--- config.mk ---
export PLATFORM = sky130hd
export DESIGN_NAME = cit_store
export DESIGN_NICKNAME = d
export VERILOG_FILES = /design/src/design/cit_pkg.sv /design/src/design/cit_store.sv
export SDC_FILE = /design/constraint.sdc
export NUM_CORES = 2
export LEC_CHECK = 0
export BUFFER_PORTS_ARGS = -buffer_cell sky130_fd_sc_hd__buf_2
export CAP_MARGIN = 10
export CELL_PAD_IN_SITES_DETAIL_PLACEMENT = 1
export CELL_PAD_IN_SITES_GLOBAL_PLACEMENT = 1
export CORE_MARGIN = 2
export CORE_UTILIZATION = 51
export DETAILED_ROUTE_END_ITERATION = 10
export GPL_TIMING_DRIVEN = 0
export HOLD_SLACK_MARGIN = 0.05
export PLACE_DENSITY_LB_ADDON = 0.25
export SLEW_MARGIN = 10
export SYNTH_ARGS = -nofsm -noshare
export SYNTH_HDL_FRONTEND = slang
export SYNTH_SLANG_ARGS = --single-unit
--- constraint.sdc ---
create_clock -name clk -period 5.3 [get_ports clk]
set_clock_uncertainty 0.2 [all_clocks]
set_input_delay 0 -clock clk [delete_from_list [all_inputs] [get_ports clk]]
set_output_delay 0 -clock clk [all_outputs]
set_load 0.1 [all_outputs]
--- src/design/cit_pkg.sv ---
// Shared constants and types for the complex index interpolation table.
package cit_pkg;
  localparam int TableDepth = 64;
  localparam int AddrW = $clog2(TableDepth);
  localparam int CountW = $clog2(TableDepth + 1);
  localparam int KeyW = 20;
  localparam int ValW = 16;

  localparam logic [1:0] CmdClear = 2'd0;
  localparam logic [1:0] CmdInsert = 2'd1;
  localparam logic [1:0] CmdQuery = 2'd2;

  localparam logic [1:0] StOk = 2'd0;
  localparam logic [1:0] StRange = 2'd1;
  localparam logic [1:0] StFull = 2'd2;
  localparam logic [1:0] StDup = 2'd3;

  typedef struct packed {
    logic [KeyW-1:0] key;
    logic [2*ValW-1:0] val;
  } entry_t;

  // Request to the divider: start strobe and span.
  typedef struct packed {
    logic start;
    logic [KeyW-1:0] span;
  } div_req_t;
endpackage

--- src/design/cit_store.sv ---
// Entry memory: one write port, one registered read port.
module cit_store (
  input  logic clk,
  input  logic we,
  input  logic [cit_pkg::AddrW-1:0] waddr,
  input  cit_pkg::entry_t wdata,
  input  logic [cit_pkg::AddrW-1:0] raddr,
  output cit_pkg::entry_t rdata
);
  import cit_pkg::*;

  entry_t mem [TableDepth];

  // Write and read the entry array.
  always_ff @(posedge clk) begin
    if (we) begin
      mem[waddr] <= wdata;
    end
    rdata <= mem[raddr];
  end
endmodule

==> summary.md <==
| Metric | Value |
|---|---|
| Power Dens Cells | 389 nW/um2 |
| Die Y | 503 um |
| Worst reg-to-reg setup slack | 2800 ps |
| Initial antenna violation count | 30 |
| CP Launch Type | input port |
| H-tree Lvls | 5 |
| Yosys cell types | 40 |
| Psw | 0.0129 W |
| Detailed Routing Iterations Pass 1 | 5 |
| Drt total wl | 398000 um |
| Syn avg cell area | 23.5 um2 |
| # DRC | 0 |
| Fmax | 0.280 GHz |
| CTS clk-pin slew, worst paths | 70 ps |
| Setup CP Type | input port to flip-flop |
| Peak supply drop | 0.454 mV |
| Syn Inst Count | 5410 |
| Width of the chip | 503 um |
| Total gr overflow | 0 |
| Area of placed instances | 136000 um2 |
| Critical-path top delay cell | buf_1 |
| Drt via density | 6.76 |
| Port Buf Inserts | 109 |
| DP Cell Count | 9053 |
| Seq pwr share | 51.3% |
| Crit path capture type | flip-flop |
| Register bit count reported by yosys | 3380 |
| Clock Sinks | 3380 |
| Initial Utilization | 51.2% |
| Worst-skew pair later-pin latency | 1010 ps |
| Max Cap Violations | 0 |
| FF-to-FF Start | mem[14][50] |
| Clock Path Buffers | 4 |
| Site Rows | 183 |
| Initial DRC count | 10624 |
| Slew Viols, Final | 0 |
| DR vias | 66157 |
| Internal power | 0.0449 W |
| Period minus WS final | 3570 ps |
| Routed Antenna Nets | 0 |
| CTS buffer count | 354 |
| Crit share post-route | 67.4% |
| Final setup vio count | 0 |
| Post-synthesis to final-layout area growth | 17.0% |
| Post-route cell area | 149000 um2 |
| Nets | 6243 |
| WP buf/inv | 4 |
| Final hold viol count | 0 |
| Leak | 46.6 nW |
| Die area | 253000 um2 |
| Drt wl/cell | 40.6 um |
| Headroom to the max-slew limit | 8.68% |
| CTS tree | yes |
| Post-synth ARST share | 0% |
| Post-synth top area cell | edfxtp_1 |
| Layout cell share with drive strength beyond 1 | 29.8% |
| Tightest Hold Check Type | input port to flip-flop |
| Gr usage total | 31.6% |
| First-pass GRT wire length | 546000 um |
| GP Congestion | 0.835 |
| Critical path depth | 8 |
| Share of the synthesized area in the top cell type | 78.7% |
| Main flop type after synthesis | edfxtp_1 |
| Number of global-route vias before repair | 67097 |
| WHS | 37.5 ps |
| R2R depth | 4 |
| RSZ-0062 raised after global routing | false |
| Crit path capture | rdata[50] |
| Net Sw Frac | 22.3% |
| Setup crit start | raddr[1] |
| CP max FO | 13 |
| Clock power frac | 42.5% |
| Comb pwr share | 6.2% |
| Critical Path RT | 5930 ps |
| Seq/Total Area, Yosys | 79.6% |
| Synth warn | 0 |
| Ports | 118 |
| Most used cell, CP | buf_4 |
| Critical R2R Capture | rdata[50] |
| Core area | 248000 um2 |
| CP cell instances | buf_4 > buf_4 > buf_2 > buf_1 > mux4_2 > o22ai_1 > nor4_1 > o22a_1 |
| Post-route insts no fill | 9788 |
| Outcome | finished clean |
| Worst slew pin tran | 1370 ps |
| Cell family with most CP delay | buffers and inverters |
| Syn nets | 5476 |
| Largest cells by area after synthesis | edfxtp_1 79%, mux4_2 14%, mux2i_1 0.99%, o22ai_1 0.89%, dfxtp_1 0.82% |
| Crit path DAT | 4200 ps |
| Fill cells | 20047 |
| Syn Std Cell Area | 127000 um2 |
| Max stage delay on crit path | 950 ps |
| EDFF count, synth | 3328 |
| Root Buffer | clkbuf_16 |
| Detailed Place HPWL | 258000 um |
| Largest net degree at the start of global routing | 65 |
flip-flops by register name, indices dropped and copies added (netlist names):
signal / count
mem: 3328
rdata: 52
Yosys cell counts, types with 16 or more instances:
library cell	n
nor2_1	97
o21ai_1	16
dfxtp_1	52
o22a_1	31
mux2_2	44
nor4_1	40
buf_4	53
a22oi_1	38
nor2b_1	25
o22ai_1	181
nand2_1	31
nand3_1	17
o221ai_1	64
a21oi_1	74
buf_2	96
mux2i_1	125
a22o_1	18
clkbuf_1	125
a221oi_1	41
buf_1	21
edfxtp_1	3328
mux4_2	794
kinds of logic after synthesis:
logic type | Yosys count | share of synthesized area (%)
simple gates | 264 | 1.04
compound gates | 496 | 2.71
buf+inv | 307 | 1.23
mux | 963 | 15.5
flops | 3380 | 79.6
timing repair:
action                     CTS  global route
gates resized for setup      0             0
hold buffers                65            29
setup buffers                0             0
hold endpoints to repair  3783           825
per-stage QoR:
step                      setup slack, ps  util, %  power [W]  setup TNS (ps)
after floorplan                       534        -     0.0320               0
after global placement              -4210     53.1     0.0335        -4964730
after detailed placement              873     54.9     0.0337               0
after CTS                            1880     59.7     0.0579               0
after global routing                 1790     59.9     0.0589               0
final                                1730     59.9     0.0578               0
power groups by stage:
stage / sequential, W / clock, W / combinational [W]
finish: 0.0297 / 0.0246 / 0.00361
global route: 0.0297 / 0.0256 / 0.00369
CTS: 0.0297 / 0.0247 / 0.00354
detailed placement: 0.0302 / 0 / 0.00347
global placement: 0.0302 / 0 / 0.00325
floorplan: 0.0306 / 0 / 0.00138
worst register-to-register path, cell delays in order (launching register included):
cell and delay, ps:
edfxtp_1 330, mux4_2 290, o22ai_1 90, nor4_1 920
o22a_1 490
layout by cell type, fill, tap and decap left out, types with 11 or more instances in the layout:
| cell | Yosys | final |
|---|---|---|
| diode_2 | 0 | 15 |
| and3_1 | 12 | 12 |
| nand2_1 | 31 | 31 |
| clkbuf_1 | 125 | 190 |
| a22o_1 | 18 | 18 |
| nor2_1 | 97 | 34 |
| buf_6 | 12 | 21 |
| mux2_2 | 44 | 44 |
| a211oi_1 | 13 | 13 |
| nand3_1 | 17 | 17 |
| nand2b_1 | 15 | 15 |
| o221ai_1 | 64 | 64 |
| nor4_1 | 40 | 11 |
| buf_2 | 96 | 178 |
| dlygate4sd3_1 | 0 | 94 |
| a22oi_1 | 38 | 38 |
| buf_1 | 21 | 19 |
| o22ai_1 | 181 | 181 |
| o21ai_1 | 16 | 16 |
| mux2i_1 | 125 | 125 |
| dfxtp_1 | 52 | 52 |
| clkinv_2 | 0 | 73 |
| buf_12 | 0 | 117 |
| nor2_4 | 0 | 62 |
| nor4_2 | 0 | 29 |
| o22a_1 | 31 | 31 |
| a221oi_1 | 41 | 41 |
| a21oi_1 | 74 | 74 |
| edfxtp_1 | 3328 | 3328 |
| buf_4 | 53 | 118 |
| nor2b_1 | 25 | 25 |
| clkbuf_16 | 0 | 364 |
| buf_16 | 0 | 42 |
| mux4_2 | 794 | 794 |
| bufinv_16 | 0 | 34 |
| clkinv_1 | 0 | 56 |
routing by layer:
layer | track usage [%] | routed length (um) | vias to the layer above
met5 | 0 | 87 | -
met4 | 15.9 | 23100 | 14
met3 | 7.27 | 45100 | 872
met2 | 48.3 | 184000 | 4893
met1 | 43.2 | 145000 | 35423
li1 | - | - | 24955
area by class of cell:
class	count	area [um2]	share of cell area [%]
diodes	15	37.5	0.0253
plain buffers	307	1570	1.06
clock buffers	440	9460	6.37
clock inverters	182	1780	1.20
multi-input cells	1723	25000	16.9
flip-flops and latches	3380	101000	68.0
well taps	3330	4170	2.81
repair buffers	411	5480	3.69
worst min-delay path by stage:
| stage | endpoint | cells after the start | startpoint | slack, ps |
|---|---|---|---|---|
| after global placement | rdata[7] | 1 | rdata[7] | 350 |
| after floorplan | mem[0][0] | 0 | wdata[0] | -100 |
| after global routing | mem[16][44] | 2 | wdata[44] | 60 |
| after CTS | rdata[4] | 5 | raddr[3] | 70 |
| final | mem[16][44] | 2 | wdata[44] | 40 |
| after detailed placement | rdata[23] | 1 | rdata[23] | 350 |
(Power assumes the default switching activity.)
