### config.mk
export PLATFORM = sky130hd
export DESIGN_NAME = cit_eps
export DESIGN_NICKNAME = d
export VERILOG_FILES = /design/src/design/cit_pkg.sv /design/src/design/cit_eps.sv
export SDC_FILE = /design/constraint.sdc
export NUM_CORES = 2
export LEC_CHECK = 0
export BUFFER_PORTS_ARGS = -buffer_cell sky130_fd_sc_hd__buf_2
export CELL_PAD_IN_SITES_DETAIL_PLACEMENT = 0
export CELL_PAD_IN_SITES_GLOBAL_PLACEMENT = 1
export CORE_UTILIZATION = 56
export CTS_CLUSTER_DIAMETER = 200
export DETAILED_ROUTE_END_ITERATION = 8
export GPL_TIMING_DRIVEN = 0
export PLACE_DENSITY = 0.93
export SYNTH_ARGS = -nofsm -noshare
export SYNTH_HDL_FRONTEND = slang
export SYNTH_SLANG_ARGS = --single-unit
### constraint.sdc
create_clock -name clk -period 15 [get_ports clk]
set_input_delay 2.25 -clock clk [delete_from_list [all_inputs] [get_ports clk]]
set_output_delay 2.25 -clock clk [all_outputs]
set_load 0.005 [all_outputs]
### src/design/cit_pkg.sv
// Shared constants and types for the complex index interpolation table.
package cit_pkg;
  localparam int TableDepth = 64;
  localparam int AddrW = $clog2(TableDepth);
  localparam int CountW = $clog2(TableDepth + 1);
  localparam int KeyW = 20;
  localparam int ValW = 16;

  localparam logic [1:0] CmdClear = 2'd0;
  localparam logic [1:0] CmdInsert = 2'd1;
  localparam logic [1:0] CmdQuery = 2'd2;

  localparam logic [1:0] StOk = 2'd0;
  localparam logic [1:0] StRange = 2'd1;
  localparam logic [1:0] StFull = 2'd2;
  localparam logic [1:0] StDup = 2'd3;

  typedef struct packed {
    logic [KeyW-1:0] key;
    logic [2*ValW-1:0] val;
  } entry_t;

  // Request to the divider: start strobe and span.
  typedef struct packed {
    logic start;
    logic [KeyW-1:0] span;
  } div_req_t;
endpackage

### src/design/cit_eps.sv
// Square of the complex index, rounded to Q7.12 and saturated; the products and the result are registered.
module cit_eps (
  input  logic clk,
  input  logic signed [cit_pkg::ValW-1:0] re,
  input  logic signed [cit_pkg::ValW-1:0] im,
  output logic signed [19:0] eps_re,
  output logic signed [19:0] eps_im
);
  import cit_pkg::*;

  logic signed [31:0] rr, ii, ri;
  logic signed [33:0] xr, xi;

  // Register the products.
  always_ff @(posedge clk) begin
    rr <= re * re;
    ii <= im * im;
    ri <= re * im;
  end

  assign xr = 34'(rr) - 34'(ii) + 34'sd2048;
  assign xi = {ri[31], ri, 1'b0} + 34'sd2048;

  function automatic logic signed [19:0] sat(input logic signed [33:0] x);
    logic signed [21:0] q;
    q = x[33:12];
    if (q > 22'sd524287) sat = 20'sd524287;
    else if (q < -22'sd524288) sat = -20'sd524288;
    else sat = q[19:0];
  endfunction

  // Register the rounded, saturated epsilon.
  always_ff @(posedge clk) begin
    eps_re <= sat(xr);
    eps_im <= sat(xi);
  end
endmodule

==> results list <==
- WS Path Type: in2reg
- TritonCTS built the clock tree.
- Number of top-level pins: 73
- Flip-flop cell with the highest count after synthesis: sky130_fd_sc_hd__dfxtp_1
* Worst-case hold path end point: eps_im[19]$_SDFF_PN0_
- Number of standard cells after synthesis: 3,452
* Fillcell total: 4,920
* Synth Net Count: roughly 4,500
- Total count of max-transition violations in the final report: 0
- In this run the worst path has a maximum fanout of 10.
* Sequential share of the synthesized area: 0.0775
* Terminus of the critical flop-to-flop path: eps_im[6]$_SDFF_PN1_
* #FFs+latches synth: 124
- The clock tree synthesis step divided the H-tree into 4 levels.
- Counting instances, the worst hold path has a depth of 1.
* Cells taking the most area after synthesis: sky130_fd_sc_hd__fa_1, sky130_fd_sc_hd__ha_1, sky130_fd_sc_hd__inv_1
- Clock-pin slew of the registers on the worst-case setup and hold paths: 0.07 ns
- In this run the cell area measured after placement is roughly 33,000 µm².
- Final net count: 4,621
- Count of port buffers added during placement: 66
- Across the run, the number of max-cap violations was 0.
- With fillers left out, the area of the finished cells amounts to 33,900 µm².
- From left edge to right edge, the die measures 241 µm.
- The number of buffers and inverters on the critical path is 6.
- In the final layout, the share of cells above drive strength 1 is 0.0377.
- CP startpoint kind: input port
* Post-Synthesis Cell Area: ~32,000 µm²
- Dividing the detail-routed wire length by the instance count gives 18.6 µm.
* Number of enable-type register cells in the synthesized netlist: 0
- Cell depth of the worst flop-to-flop path: 7
* Ratio of final minimum period to clock period: 0.652
* Peak per-stage delay on the critical path: 0.58 ns
- After detailed placement, the design holds a cell count of 4,274.
- Number of violations reported at the end of detailed-routing iteration 0: ~2,000
* Yosys cell types: a little under 70
- Setup repair after global routing left no endpoint under its margin.
- Maximum operating frequency: approximately 0.10 GHz
- Of the total synthesized cell area, the portion taken by XOR and XNOR cells is 0.0413.
* Multi-input gate area: 25,500 µm²
* Max-Slew Margin vs Limit: 0.258
* Largest net degree at the start of global routing: 17
- Relative to the synthesized area, the layout overhead comes to 5.78%.
* Core Footprint: 56,400 µm²
- After synthesis, the share of flip-flops with an asynchronous set or reset is 0.
* Antenna-violating nets left: 0
- Slew at the pin with the worst max-slew slack: 1.10 ns
* Final HPWL DP: 67.4 mm
* Clk root buf: sky130_fd_sc_hd__clkbuf_16
- Final TNS setup: 0 ns
- After synthesis, the most frequently instantiated cells are sky130_fd_sc_hd__inv_1, sky130_fd_sc_hd__fa_1, sky130_fd_sc_hd__ha_1, sky130_fd_sc_hd__nand2_1, sky130_fd_sc_hd__and2_1.
- Of the total synthesized cell area, the portion taken by AND, OR, NAND and NOR gates is 0.111.
- Overall via count from detail_route: approximately 23,000
- Run status: finished, final reports clean
* DIE HEIGHT: 241 µm
- The floorplan step defined a die boundary enclosing 58,100 µm².
- On the critical path the largest part of the delay comes from adder cells.
- Of the post-synthesis cell area, the dominant cell type holds 0.455.
- In this run the most critical hold path is launched from ri[31]$_DFF_P_.
- The startpoint identified for the worst register-to-register timing path is ri[17]$_DFF_P_.
- Mapped Avg Cell Area: around 9.3 µm²
- Of all cell types, the one taking the most synthesized area is sky130_fd_sc_hd__fa_1.
- The worst hold path belongs to the class reg2reg.
- Post-CTS setup-driven buffer insertion count: 0
- Once layout is complete, the cells apart from fillers number 4,307.
* Top cell by count, worst path: sky130_fd_sc_hd__fa_1
- Global-route wire length before repair: 129 mm
- Routability-driven placement finished with a final weighted congestion of 0.959.
- The via count of the first global-routing pass was 24,463.
- Traced cell by cell, the critical path runs through buf_2 -> clkbuf_1 -> clkinv_1 -> clkbuf_1 -> nor2_1 -> fa_1 -> fa_1 -> fa_1 -> fa_1 -> fa_1 -> inv_1 -> fa_1 -> inv_1 -> ha_1 -> o21a_1 -> o21ai_0 -> o211ai_1 -> a41o_1 -> o211a_1 -> a311o_1 -> a21o_1 -> a21oi_1 -> xnor2_1.
* Number of antenna violations at the first check in global routing: 4
- Slowest cell on the critical path: sky130_fd_sc_hd__fa_1
* Minimum period implied by the final worst setup slack: 9.77 ns
- Global Route Usage Sum: 0.297
* Post-synthesis compound-gate area fraction: 0.0619
* Number of failing hold endpoints at the final stage: 0
- In the post-synthesis netlist, the cell with the most instances is sky130_fd_sc_hd__inv_1.
- CTS Sinks: 124
- Combinational family with the most area after synthesis: adder cells
- Worst setup skew after layout: 0.0140 ns
- Number of CTS-inserted buffers: 17
- For this run the aggregate overflow at the end of global routing stands at 0.
- Number of design rule violations left after detail routing: 0
* Buffers from clock root to sink, at most: 2
- Row cnt: 87
- Initial standard-cell utilization of the core: 0.568
- The pre-antenna-repair detailed-routing pass consisted of 6 iterations.
- For this run, the number of Yosys warnings is 0.
- Area taken by flip-flops and latches: approximately 2500 µm²
- Of the total synthesized cell area, the portion taken by full adders, half adders and majority gates is 0.581.
* Kind of capture point of the worst setup path: flip-flop
- Total routed wirelength: 80.3 mm
- CP Data Arrival Time: between 10 and 15 ns
* Worst reg2reg setup slack: 11.39 ns
- The number of gates resized after CTS was 0.
- Hold repair after CTS inserted 0 buffers.
* Vias per Instance: around 5.3
- Worst endpoint required time: 15.39 ns
- Mux contribution to synthesized area: 0.000938
- Clock latency on the worst-skew pair, taken at its later pin, is 0.46 ns.
- Count of endpoints failing setup in the final report: 0
[worst max-delay path by stage]
stage	from	end	slack (ns)	depth (start not counted)
3_5_place_dp	re[15]	ri[31]$_DFF_P_	4.98	23
6_report	re[15]	ri[31]$_DFF_P_	5.23	23
3_3_place_gp	re[15]	ri[31]$_DFF_P_	4.93	23
4_1_cts	re[15]	ri[31]$_DFF_P_	5.43	23
5_1_grt	re[15]	ri[31]$_DFF_P_	5.07	23
2_1_floorplan	re[15]	ri[31]$_DFF_P_	6.65	22
[registers in the layout, summed over array words and instances, names as in the netlist]
| signal | flops |
|---|---|
| ii | 31 |
| rr | 31 |
| ri | 22 |
| eps_im | 20 |
| eps_re | 20 |
[routing by layer]
metal	GRT usage	part of all wire	vias up
li1	-	-	10327
met1	0.384	0.39	11591
met2	0.478	0.47	944
met3	0.0581	0.088	138
met4	0.150	0.058	2
met5	0	0.00015	-
[cell usage in the layout, fill, tap and decap left out, types with 3 or more instances in the layout]
cell | synthesis | layout
sky130_fd_sc_hd__a22oi_1 | 3 | 3
sky130_fd_sc_hd__ha_1 | 324 | 324
sky130_fd_sc_hd__nor4_1 | 3 | 3
sky130_fd_sc_hd__a21o_1 | 52 | 52
sky130_fd_sc_hd__nor2_1 | 144 | 144
sky130_fd_sc_hd__inv_1 | 959 | 959
sky130_fd_sc_hd__nand2b_1 | 11 | 11
sky130_fd_sc_hd__buf_2 | 0 | 66
sky130_fd_sc_hd__fa_1 | 727 | 727
sky130_fd_sc_hd__mux2i_1 | 3 | 3
sky130_fd_sc_hd__and3_1 | 10 | 10
sky130_fd_sc_hd__nor2b_1 | 13 | 13
sky130_fd_sc_hd__inv_6 | 0 | 4
sky130_fd_sc_hd__buf_1 | 4 | 4
sky130_fd_sc_hd__or3_1 | 4 | 4
sky130_fd_sc_hd__o211ai_1 | 7 | 7
sky130_fd_sc_hd__clkbuf_1 | 104 | 104
sky130_fd_sc_hd__nor3_1 | 21 | 21
sky130_fd_sc_hd__o21a_1 | 12 | 12
sky130_fd_sc_hd__o21ai_0 | 61 | 61
sky130_fd_sc_hd__a31o_2 | 12 | 12
sky130_fd_sc_hd__clkinvlp_4 | 0 | 4
sky130_fd_sc_hd__clkinv_1 | 5 | 5
sky130_fd_sc_hd__xor2_1 | 36 | 36
sky130_fd_sc_hd__o21ai_1 | 3 | 3
sky130_fd_sc_hd__a31oi_1 | 8 | 8
sky130_fd_sc_hd__a211oi_1 | 8 | 8
sky130_fd_sc_hd__xnor2_1 | 115 | 115
sky130_fd_sc_hd__o21bai_1 | 14 | 14
sky130_fd_sc_hd__clkbuf_16 | 0 | 17
sky130_fd_sc_hd__a21oi_1 | 84 | 84
sky130_fd_sc_hd__or2_2 | 9 | 9
sky130_fd_sc_hd__dfxtp_1 | 124 | 124
sky130_fd_sc_hd__nand3_1 | 23 | 23
sky130_fd_sc_hd__nand4_1 | 15 | 15
sky130_fd_sc_hd__o31ai_1 | 5 | 5
sky130_fd_sc_hd__nand2_1 | 296 | 296
sky130_fd_sc_hd__and2_1 | 192 | 192
[stage by stage]
| stage | utilization | hold slack (ns) | setup WS (ns) |
|---|---|---|---|
| floorplan | - | 0.471 | 6.65 |
| global placement | 0.590 | 0.491 | 4.93 |
| detailed placement | 0.590 | 0.511 | 4.98 |
| CTS | 0.601 | 0.514 | 5.43 |
| global route | 0.601 | 0.528 | 5.07 |
| finish | 0.601 | 0.523 | 5.23 |
[layout make-up]
type,count,area share
timing repair buffer,66,0.00975
antenna,1,0.0000739
clock inverter,14,0.00395
sequential,124,0.0733
buffer,110,0.0125
multi-input combinational,2252,0.752
tap,756,0.0279
inverter,966,0.107
clock buffer,18,0.0130
[cells by family (layout without fill, tap and decap cells)]
logic type / Yosys count / after routing
compound gates: 298 / 298
xor+xnor: 151 / 151
flops: 124 / 124
simple gates: 748 / 748
fa+ha+maj: 1051 / 1051
buf+inv: 1076 / 1174
other cells: 1 / 2
mux: 3 / 3
Power is not shown: default switching activity piles up to over one toggle a cycle in this logic, so the estimate is an artifact.
