### config.mk
export PLATFORM = sky130hd
export DESIGN_NAME = cit_lerp
export DESIGN_NICKNAME = d
export VERILOG_FILES = /design/src/design/cit_pkg.sv /design/src/design/cit_lerp.sv
export SDC_FILE = /design/constraint.sdc
export NUM_CORES = 1
export LEC_CHECK = 0
export BUFFER_PORTS_ARGS = -buffer_cell sky130_fd_sc_hd__buf_2
export CORE_MARGIN = 1
export CORE_UTILIZATION = 65
export CTS_BUF_LIST = sky130_fd_sc_hd__clkbuf_16
export DETAILED_ROUTE_END_ITERATION = 6
export GPL_TIMING_DRIVEN = 0
export HOLD_SLACK_MARGIN = 0.06
export PLACE_DENSITY = 0.83
export SKIP_CTS_REPAIR_TIMING = 1
export SYNTH_ARGS = -nofsm -noshare
export SYNTH_HDL_FRONTEND = slang
export SYNTH_SLANG_ARGS = --single-unit
### constraint.sdc
create_clock -name clk -period 17.92 [get_ports clk]
set_input_delay 0.896 -clock clk [delete_from_list [all_inputs] [get_ports clk]]
set_output_delay 0.896 -clock clk [all_outputs]
set_load 0.01 [all_outputs]
### src/design/cit_pkg.sv
// Shared constants and types for the complex index interpolation table.
package cit_pkg;
  localparam int TableDepth = 64;
  localparam int AddrW = $clog2(TableDepth);
  localparam int CountW = $clog2(TableDepth + 1);
  localparam int KeyW = 20;
  localparam int ValW = 16;

  localparam logic [1:0] CmdClear = 2'd0;
  localparam logic [1:0] CmdInsert = 2'd1;
  localparam logic [1:0] CmdQuery = 2'd2;

  localparam logic [1:0] StOk = 2'd0;
  localparam logic [1:0] StRange = 2'd1;
  localparam logic [1:0] StFull = 2'd2;
  localparam logic [1:0] StDup = 2'd3;

  typedef struct packed {
    logic [KeyW-1:0] key;
    logic [2*ValW-1:0] val;
  } entry_t;

  // Request to the divider: start strobe and span.
  typedef struct packed {
    logic start;
    logic [KeyW-1:0] span;
  } div_req_t;
endpackage

### src/design/cit_lerp.sv
// Serial interpolation of one part: rounded (dv*off)/span by restoring division.
module cit_lerp (
  input  logic clk,
  input  logic rst,
  input  logic start,
  input  logic signed [cit_pkg::ValW-1:0] v0,
  input  logic signed [cit_pkg::ValW-1:0] v1,
  input  logic [cit_pkg::KeyW-1:0] off,
  input  logic [cit_pkg::KeyW-1:0] span,
  output logic done,
  output logic signed [cit_pkg::ValW-1:0] result
);
  import cit_pkg::*;

  localparam int NumW = ValW + 1 + KeyW + 1;
  localparam int StepW = $clog2(NumW + 1);

  logic busy;
  logic neg;
  logic [NumW-1:0] num;
  logic [KeyW:0] rem;
  logic [KeyW-1:0] den;
  logic [StepW-1:0] step;
  logic signed [ValW-1:0] base;
  logic signed [ValW:0] dv;
  logic [2*KeyW+ValW:0] prod;
  logic [KeyW+1:0] trial;
  logic [KeyW+1:0] rem_sh;

  assign dv = {v1[ValW-1], v1} - {v0[ValW-1], v0};
  assign prod = (2*KeyW+ValW+1)'(dv[ValW] ? -dv : dv) * (2*KeyW+ValW+1)'(off);
  assign rem_sh = {rem, num[NumW-1]};
  assign trial = rem_sh - {2'b0, den};

  // Shift one quotient bit per cycle; numerator doubled plus span gives rounding.
  always_ff @(posedge clk) begin
    if (rst) begin
      busy <= 1'b0;
      done <= 1'b0;
    end else begin
      done <= 1'b0;
      if (start) begin
        busy <= 1'b1;
        step <= StepW'(NumW);
        neg <= dv[ValW];
        base <= v0;
        den <= span;
        rem <= '0;
        num <= NumW'({prod, 1'b0}) + NumW'(span);
      end else if (busy) begin
        if (!trial[KeyW+1]) begin
          rem <= trial[KeyW:0];
          num <= {num[NumW-2:0], 1'b1};
        end else begin
          rem <= rem_sh[KeyW:0];
          num <= {num[NumW-2:0], 1'b0};
        end
        step <= step - StepW'(1);
        if (step == StepW'(1)) begin
          busy <= 1'b0;
          done <= 1'b1;
        end
      end
    end
  end

  // Quotient of (2p+s)/(2s) = floor((p+s/2)/s) after dropping bit 0.
  always_comb begin
    logic [NumW-1:0] q;
    q = {1'b0, num[NumW-1:1]};
    result = neg ? base - ValW'(q) : base + ValW'(q);
  end
endmodule

==> impl_metrics.py, run 1 <==
metrics = {
    "status": {
        "status": "complete, no violations",
    },
    "place": {
        "dp_slack_ns": 5.44,
        "gp_congestion": 0.957,
        "dp_hpwl_microns": 46900,
        "io_buffers": 87,
    },
    "final_layout": {
        "drive_gt1_frac": 0.0637,
        "final_common_cell": "inv_1",
        "antenna_cells": 0,
        "nets": 3501,
        "area_delta_synth_final_pct": 8.75,
        "layout_common_cells": "inv_1 (569), fa_1 (447), nand2_1 (224), conb_1 (190), and2_1 (174)",
    },
    "grt": {
        "antenna_found_initial": 5,
        "grt.overflow.total": 0,
        "grt_start_max_net_pins": 38,
        "grt_pass1_vias": 19000,
        "groute.usage.overall": 0.320,
        "grt_pass1_wl_microns": 91900,
    },
    "synthesis": {
        "synthAdderAreaFrac": 0.465,
        "synth-edff-count": 102,
        "synth_ff_type": "edfxtp_1",
        "synthMuxAreaShare": 0.00978,
        "synth-warning-count": 0,
        "avgSynthCellArea_sq_um": 9.30,
        "syn_inst": 2531,
        "yosysSeqAreaShare": 0.132,
        "synthSimpleGateAreaFrac": 0.149,
        "synth_xor_area_frac": 0.0510,
        "synth_compound_area_frac": 0.0876,
        "yosysUniqueCellTypes": 78,
        "ys_seq_elements": 104,
        "synthArstFlopShare": 0,
        "synth_top_family_by_area": "adder cells",
        "synth.cell_area_sq_um": 23500,
    },
    "floorplanning": {
        "initial_core_util": 0.662,
        "die_area_sq_um": 37000,
        "coreArea_sq_um": 35600,
        "num_io_pins": 92,
        "placementRows": 69,
        "die_x_microns": 192,
        "die_h_microns": 192,
    },
    "sta": {
        "finalWorstSetupSlack_ns": 5.66,
        "hold_slack_ns": 0.490,
        "fin_skew_ns": 0.0101,
        "tightest_slew_ns": 0.960,
        "fin_crit_ns": 12.26,
        "maxSlewHeadroom": 0.358,
        "drv_slew": 0,
        "rsz0062_at_grt": "no",
        "fin_setup_tns_ns": 0,
        "hold_viol_final": 0,
        "finalSetupViolCount": 0,
        "fmax_mhz": 81.6,
        "fin_crit_sh": 0.684,
    },
    "worst_setup_path": {
        "cp_top_family": "adder cells",
        "end_kind": "flop",
        "crit_cells": 44,
        "critical_path_required_ns": 17.99,
        "cp_num_buf_inv": 8,
        "setup.worst_path.class": "in -> reg",
        "cp_max_fo": 10,
        "rr_worst_depth": 13,
        "start_kind": "input pin",
        "slowest_delay_ns": 0.59,
        "cp_common_cell": "fa_1",
        "arrival_ns": 12.33,
        "cp_slowest_cell": "clkbuf_1",
    },
    "clocking": {
        "cts_made_buffers": 9,
        "cts_tree": "done",
        "htree_levels": 3,
        "cts.sinks": 104,
        "path_clk_slew_ns": 0.07,
        "cts.path.max_buffers": 2,
        "ctsRootBufferMaster": "clkbuf_16",
        "clk_latency_ns": 0.35,
    },
    "routing": {
        "route.vias.total": 18000,
        "routed_wl_microns": 55400,
        "dr.pass1.iters": 5,
        "drtIter0Drc": 1285,
        "wl_per_cell_microns": 16.9,
        "ant_nets": 0,
        "vias_per_cell": 5.47,
        "drc": 0,
    },
    "hold_path": {
        "min_path_cells": 1,
        "hp-class": "reg -> reg",
    },
    "job": {
        "maxCapViolCount": 0,
    },
}
[layer usage]
metal  vias up  wire length (microns)  track usage
li1       8215                      -            -
met1      8989                  21100        0.397
met2       613                  28000        0.561
met3       139                   3830       0.0446
met4         6                   2370        0.134
met5         -                     34            0
[worst reg2reg max path: stages, from the launching register on]
cell,delay (ns)
edfxtp_1,0.43
ha_1,0.31
nor2b_1,0.13
o21ai_1,0.17
a21boi_1,0.11
o21ai_1,0.26
a211oi_2,0.16
o21ai_0,0.32
and3_1,0.23
or3_1,0.10
clkbuf_1,0.40
clkbuf_1,0.58
mux2i_1,0.28
nor2_1,0.06
[flip-flops by register name (all words and copies together), names as in the netlist]
name,count
num,38
done,1
base,16
neg,1
rem,21
busy,1
step,6
den,20
[cell type report]
cell class / count / area, sq um
fill: 2698 / 9960
clock buffer: 9 / 225
sequential: 104 / 3100
buffer: 84 / 340
clock inverter: 7 / 62.6
timing repair buffer: 89 / 475
inverter: 570 / 2140
tap: 461 / 577
multi-input combinational: 1961 / 18700
[final timing paths]
check	start	to	slack [ns]
max	v0[0]	num[37]$_DFFE_PP_	5.66
min	busy$_SDFF_PP0_	done$_SDFF_PP0_	0.49
max reg2reg	rem[0]$_SDFFCE_PP0P_	rem[14]$_SDFFCE_PP0P_	14.11
min reg2reg	busy$_SDFF_PP0_	done$_SDFF_PP0_	0.49
[logic make-up (layout without fill, tap and decap cells)]
kind of cell,count (synthesis),after routing
adder cells (fa/ha/maj),607,607
AND/OR/NAND/NOR,695,695
multiplexers,21,21
XOR/XNOR,137,137
buffers and inverters,654,759
flip-flops,104,104
AO/OA/AOI/OAI,311,311
other,2,190
[through the flow]
step           cells   util  area (sq um)
6_report        3285  0.720         25600
5_1_grt         3285  0.720         25600
4_1_cts         3285  0.720         25600
3_5_place_dp    3269  0.712         25300
3_3_place_gp    3267  0.710         25300
2_1_floorplan   2719      -         24200
[cells in the mapped netlist, drive strengths merged, types with 6 or more instances]
| cell type | n | share of area |
|---|---|---|
| o21a | 15 | 0.0048 |
| o31ai | 6 | 0.0025 |
| o211ai | 11 | 0.0039 |
| ha | 160 | 0.085 |
| nor3 | 32 | 0.0072 |
| mux2 | 16 | 0.0077 |
| a41oi | 7 | 0.0029 |
| o21bai | 9 | 0.0029 |
| nor2b | 31 | 0.0082 |
| and2 | 175 | 0.047 |
| a21boi | 10 | 0.0033 |
| xor2 | 42 | 0.016 |
| nor2 | 127 | 0.020 |
| edfxtp | 102 | 0.13 |
| and3 | 11 | 0.0029 |
| a211oi | 13 | 0.0050 |
| inv | 570 | 0.091 |
| fa | 447 | 0.38 |
| a21oi | 108 | 0.023 |
| nand2 | 224 | 0.036 |
| a21o | 30 | 0.0096 |
| or3 | 14 | 0.0039 |
| o21ai | 57 | 0.012 |
| nand4 | 8 | 0.0029 |
| buf | 19 | 0.0040 |
| clkbuf | 65 | 0.010 |
| xnor2 | 95 | 0.035 |
| nand3 | 28 | 0.0066 |
| a31oi | 11 | 0.0029 |
| nand2b | 20 | 0.0053 |
Power of run 1 is not shown: default switching activity piles up to over one toggle a cycle in this logic, so the estimate is an artifact.
==> run 2: changes to the inputs <==
- clock period: 17.92 -> 12.4 ns (I/O delays scaled with it)
==> impl_metrics.py, run 2 (synthesis gave the netlist of run 1 again) <==
metrics = {
    "place": {
        "gp_congestion": 0.957,
        "dp_slack_ns": 0.196,
        "io_buffers": 87,
        "dp_hpwl_microns": 46900,
    },
    "sta": {
        "fmax_mhz": 85.5,
        "tightest_slew_ns": 0.976,
        "finalSetupViolCount": 0,
        "drv_slew": 0,
        "fin_crit_sh": 0.943,
        "fin_skew_ns": 0.00924,
        "finalWorstSetupSlack_ns": 0.705,
        "hold_viol_final": 0,
        "fin_setup_tns_ns": 0,
        "maxSlewHeadroom": 0.348,
        "rsz0062_at_grt": "no",
        "fin_crit_ns": 11.70,
    },
    "routing": {
        "ant_nets": 0,
        "vias_per_cell": 5.48,
        "drc": 0,
        "drtIter0Drc": 1336,
        "dr.pass1.iters": 5,
        "route.vias.total": 18000,
        "routed_wl_microns": 55400,
        "wl_per_cell_microns": 16.9,
    },
    "grt": {
        "grt_start_max_net_pins": 38,
        "grt_pass1_wl_microns": 91900,
        "grt_pass1_vias": 19000,
        "groute.usage.overall": 0.320,
        "grt.overflow.total": 0,
        "antenna_found_initial": 5,
    },
    "worst_setup_path": {
        "rr_worst_depth": 13,
        "critical_path_required_ns": 12.47,
        "setup.worst_path.class": "in -> reg",
        "r2r_end": "rem[14]$_SDFFCE_PP0P_",
        "cp_top_family": "adder cells",
        "r2r-start": "rem[0]$_SDFFCE_PP0P_",
        "end_kind": "flop",
        "cp_slowest_cell": "clkbuf_1",
        "rrSetupSlack_ns": 8.60,
        "cp_max_fo": 10,
        "arrival_ns": 11.77,
        "start_kind": "input pin",
        "cp_common_cell": "fa_1",
        "slowest_delay_ns": 0.66,
        "cp_num_buf_inv": 6,
    },
    "floorplanning": {
        "die_h_microns": 192,
        "coreArea_sq_um": 35600,
        "die_x_microns": 192,
        "placementRows": 69,
        "die_area_sq_um": 37000,
        "num_io_pins": 92,
        "initial_core_util": 0.662,
    },
    "clocking": {
        "cts_tree": "done",
        "cts_made_buffers": 9,
        "path_clk_slew_ns": 0.07,
        "ctsRootBufferMaster": "clkbuf_16",
        "cts.path.max_buffers": 2,
        "cts.sinks": 104,
        "htree_levels": 3,
        "clk_latency_ns": 0.35,
    },
    "final_layout": {
        "nets": 3502,
        "final_common_cell": "inv_1",
        "regMostFlops": "num",
        "fill_cells": 2702,
        "area_delta_synth_final_pct": 8.81,
        "largest_register_ffs": 38,
        "drive_gt1_frac": 0.0648,
        "layout_common_cells": "inv_1 (569), fa_1 (447), nand2_1 (224), conb_1 (190), and2_1 (174)",
        "finalCoreUtilization": 0.720,
        "largestRegisters": "num (38), rem (21), den (20)",
    },
    "hold_path": {
        "min_from": "v0[5]",
        "min_path_cells": 1,
        "hp-class": "in -> reg",
        "min_to": "base[5]$_DFFE_PP_",
    },
    "job": {
        "maxCapViolCount": 0,
    },
    "status": {
        "status": "complete, no violations",
    },
}
==> run 2: changes by cell type in the layout (fill, tap and decap cells not counted) <==
cell and change:
o21ai_1 +1, buf_4 +1, diode_2 +1, o21ai_0 -1, clkbuf_1 -2, clkbuf_2 +2
==> run 2: worst max path at each step <==
stage | from | end | depth (start not counted)
final | v0[0] | num[36]$_DFFE_PP_ | 45
after global routing | v0[0] | num[36]$_DFFE_PP_ | 45
after CTS | v0[0] | num[37]$_DFFE_PP_ | 44
after detailed placement | v0[0] | num[37]$_DFFE_PP_ | 44
after global placement | v0[0] | num[37]$_DFFE_PP_ | 45
after floorplan | v1[0] | num[31]$_DFFE_PP_ | 45
==> run 2: stage by stage <==
step                      hold slack, ns  cells  instance area [sq um]
after detailed placement           0.483   3269                  25300
after CTS                          0.449   3285                  25600
after global routing               0.453   3286                  25600
after floorplan                    0.458   2719                  24200
after global placement             0.468   3267                  25300
final                              0.456   3287                  25600
==> run 2: layout make-up <==
type	count	area (sq um)	share of cell area
plain buffers	84	343	0.0134
clock inverters	7	62.6	0.00244
repair buffers	90	483	0.0189
inverters	570	2140	0.0835
multi-input cells	1961	18700	0.729
flip-flops and latches	104	3100	0.121
clock buffers	9	225	0.00879
well taps	461	577	0.0225
diodes	1	2.50	0.0000977
==> run 2: worst reg2reg max path: stages (launching register included) <==
cell and delay [ns]:
edfxtp_1 0.44, ha_1 0.31, nor2b_1 0.13, o21ai_1 0.17
a21boi_1 0.11, o21ai_1 0.26, a211oi_2 0.16, o21ai_0 0.32
and3_1 0.23, or3_1 0.10, clkbuf_1 0.40, clkbuf_1 0.57
mux2i_1 0.28, nor2_1 0.06
==> run 2: metal layers <==
metal | routed length, microns | vias to the layer above | share of wire | GRT usage
li1 | - | 8216 | - | -
met1 | 21100 | 9005 | 0.38 | 0.397
met2 | 28000 | 641 | 0.51 | 0.561
met3 | 3920 | 138 | 0.071 | 0.0446
met4 | 2310 | 6 | 0.042 | 0.134
met5 | 34 | - | 0.00061 | 0
Power of run 2 is left out for the same reason.
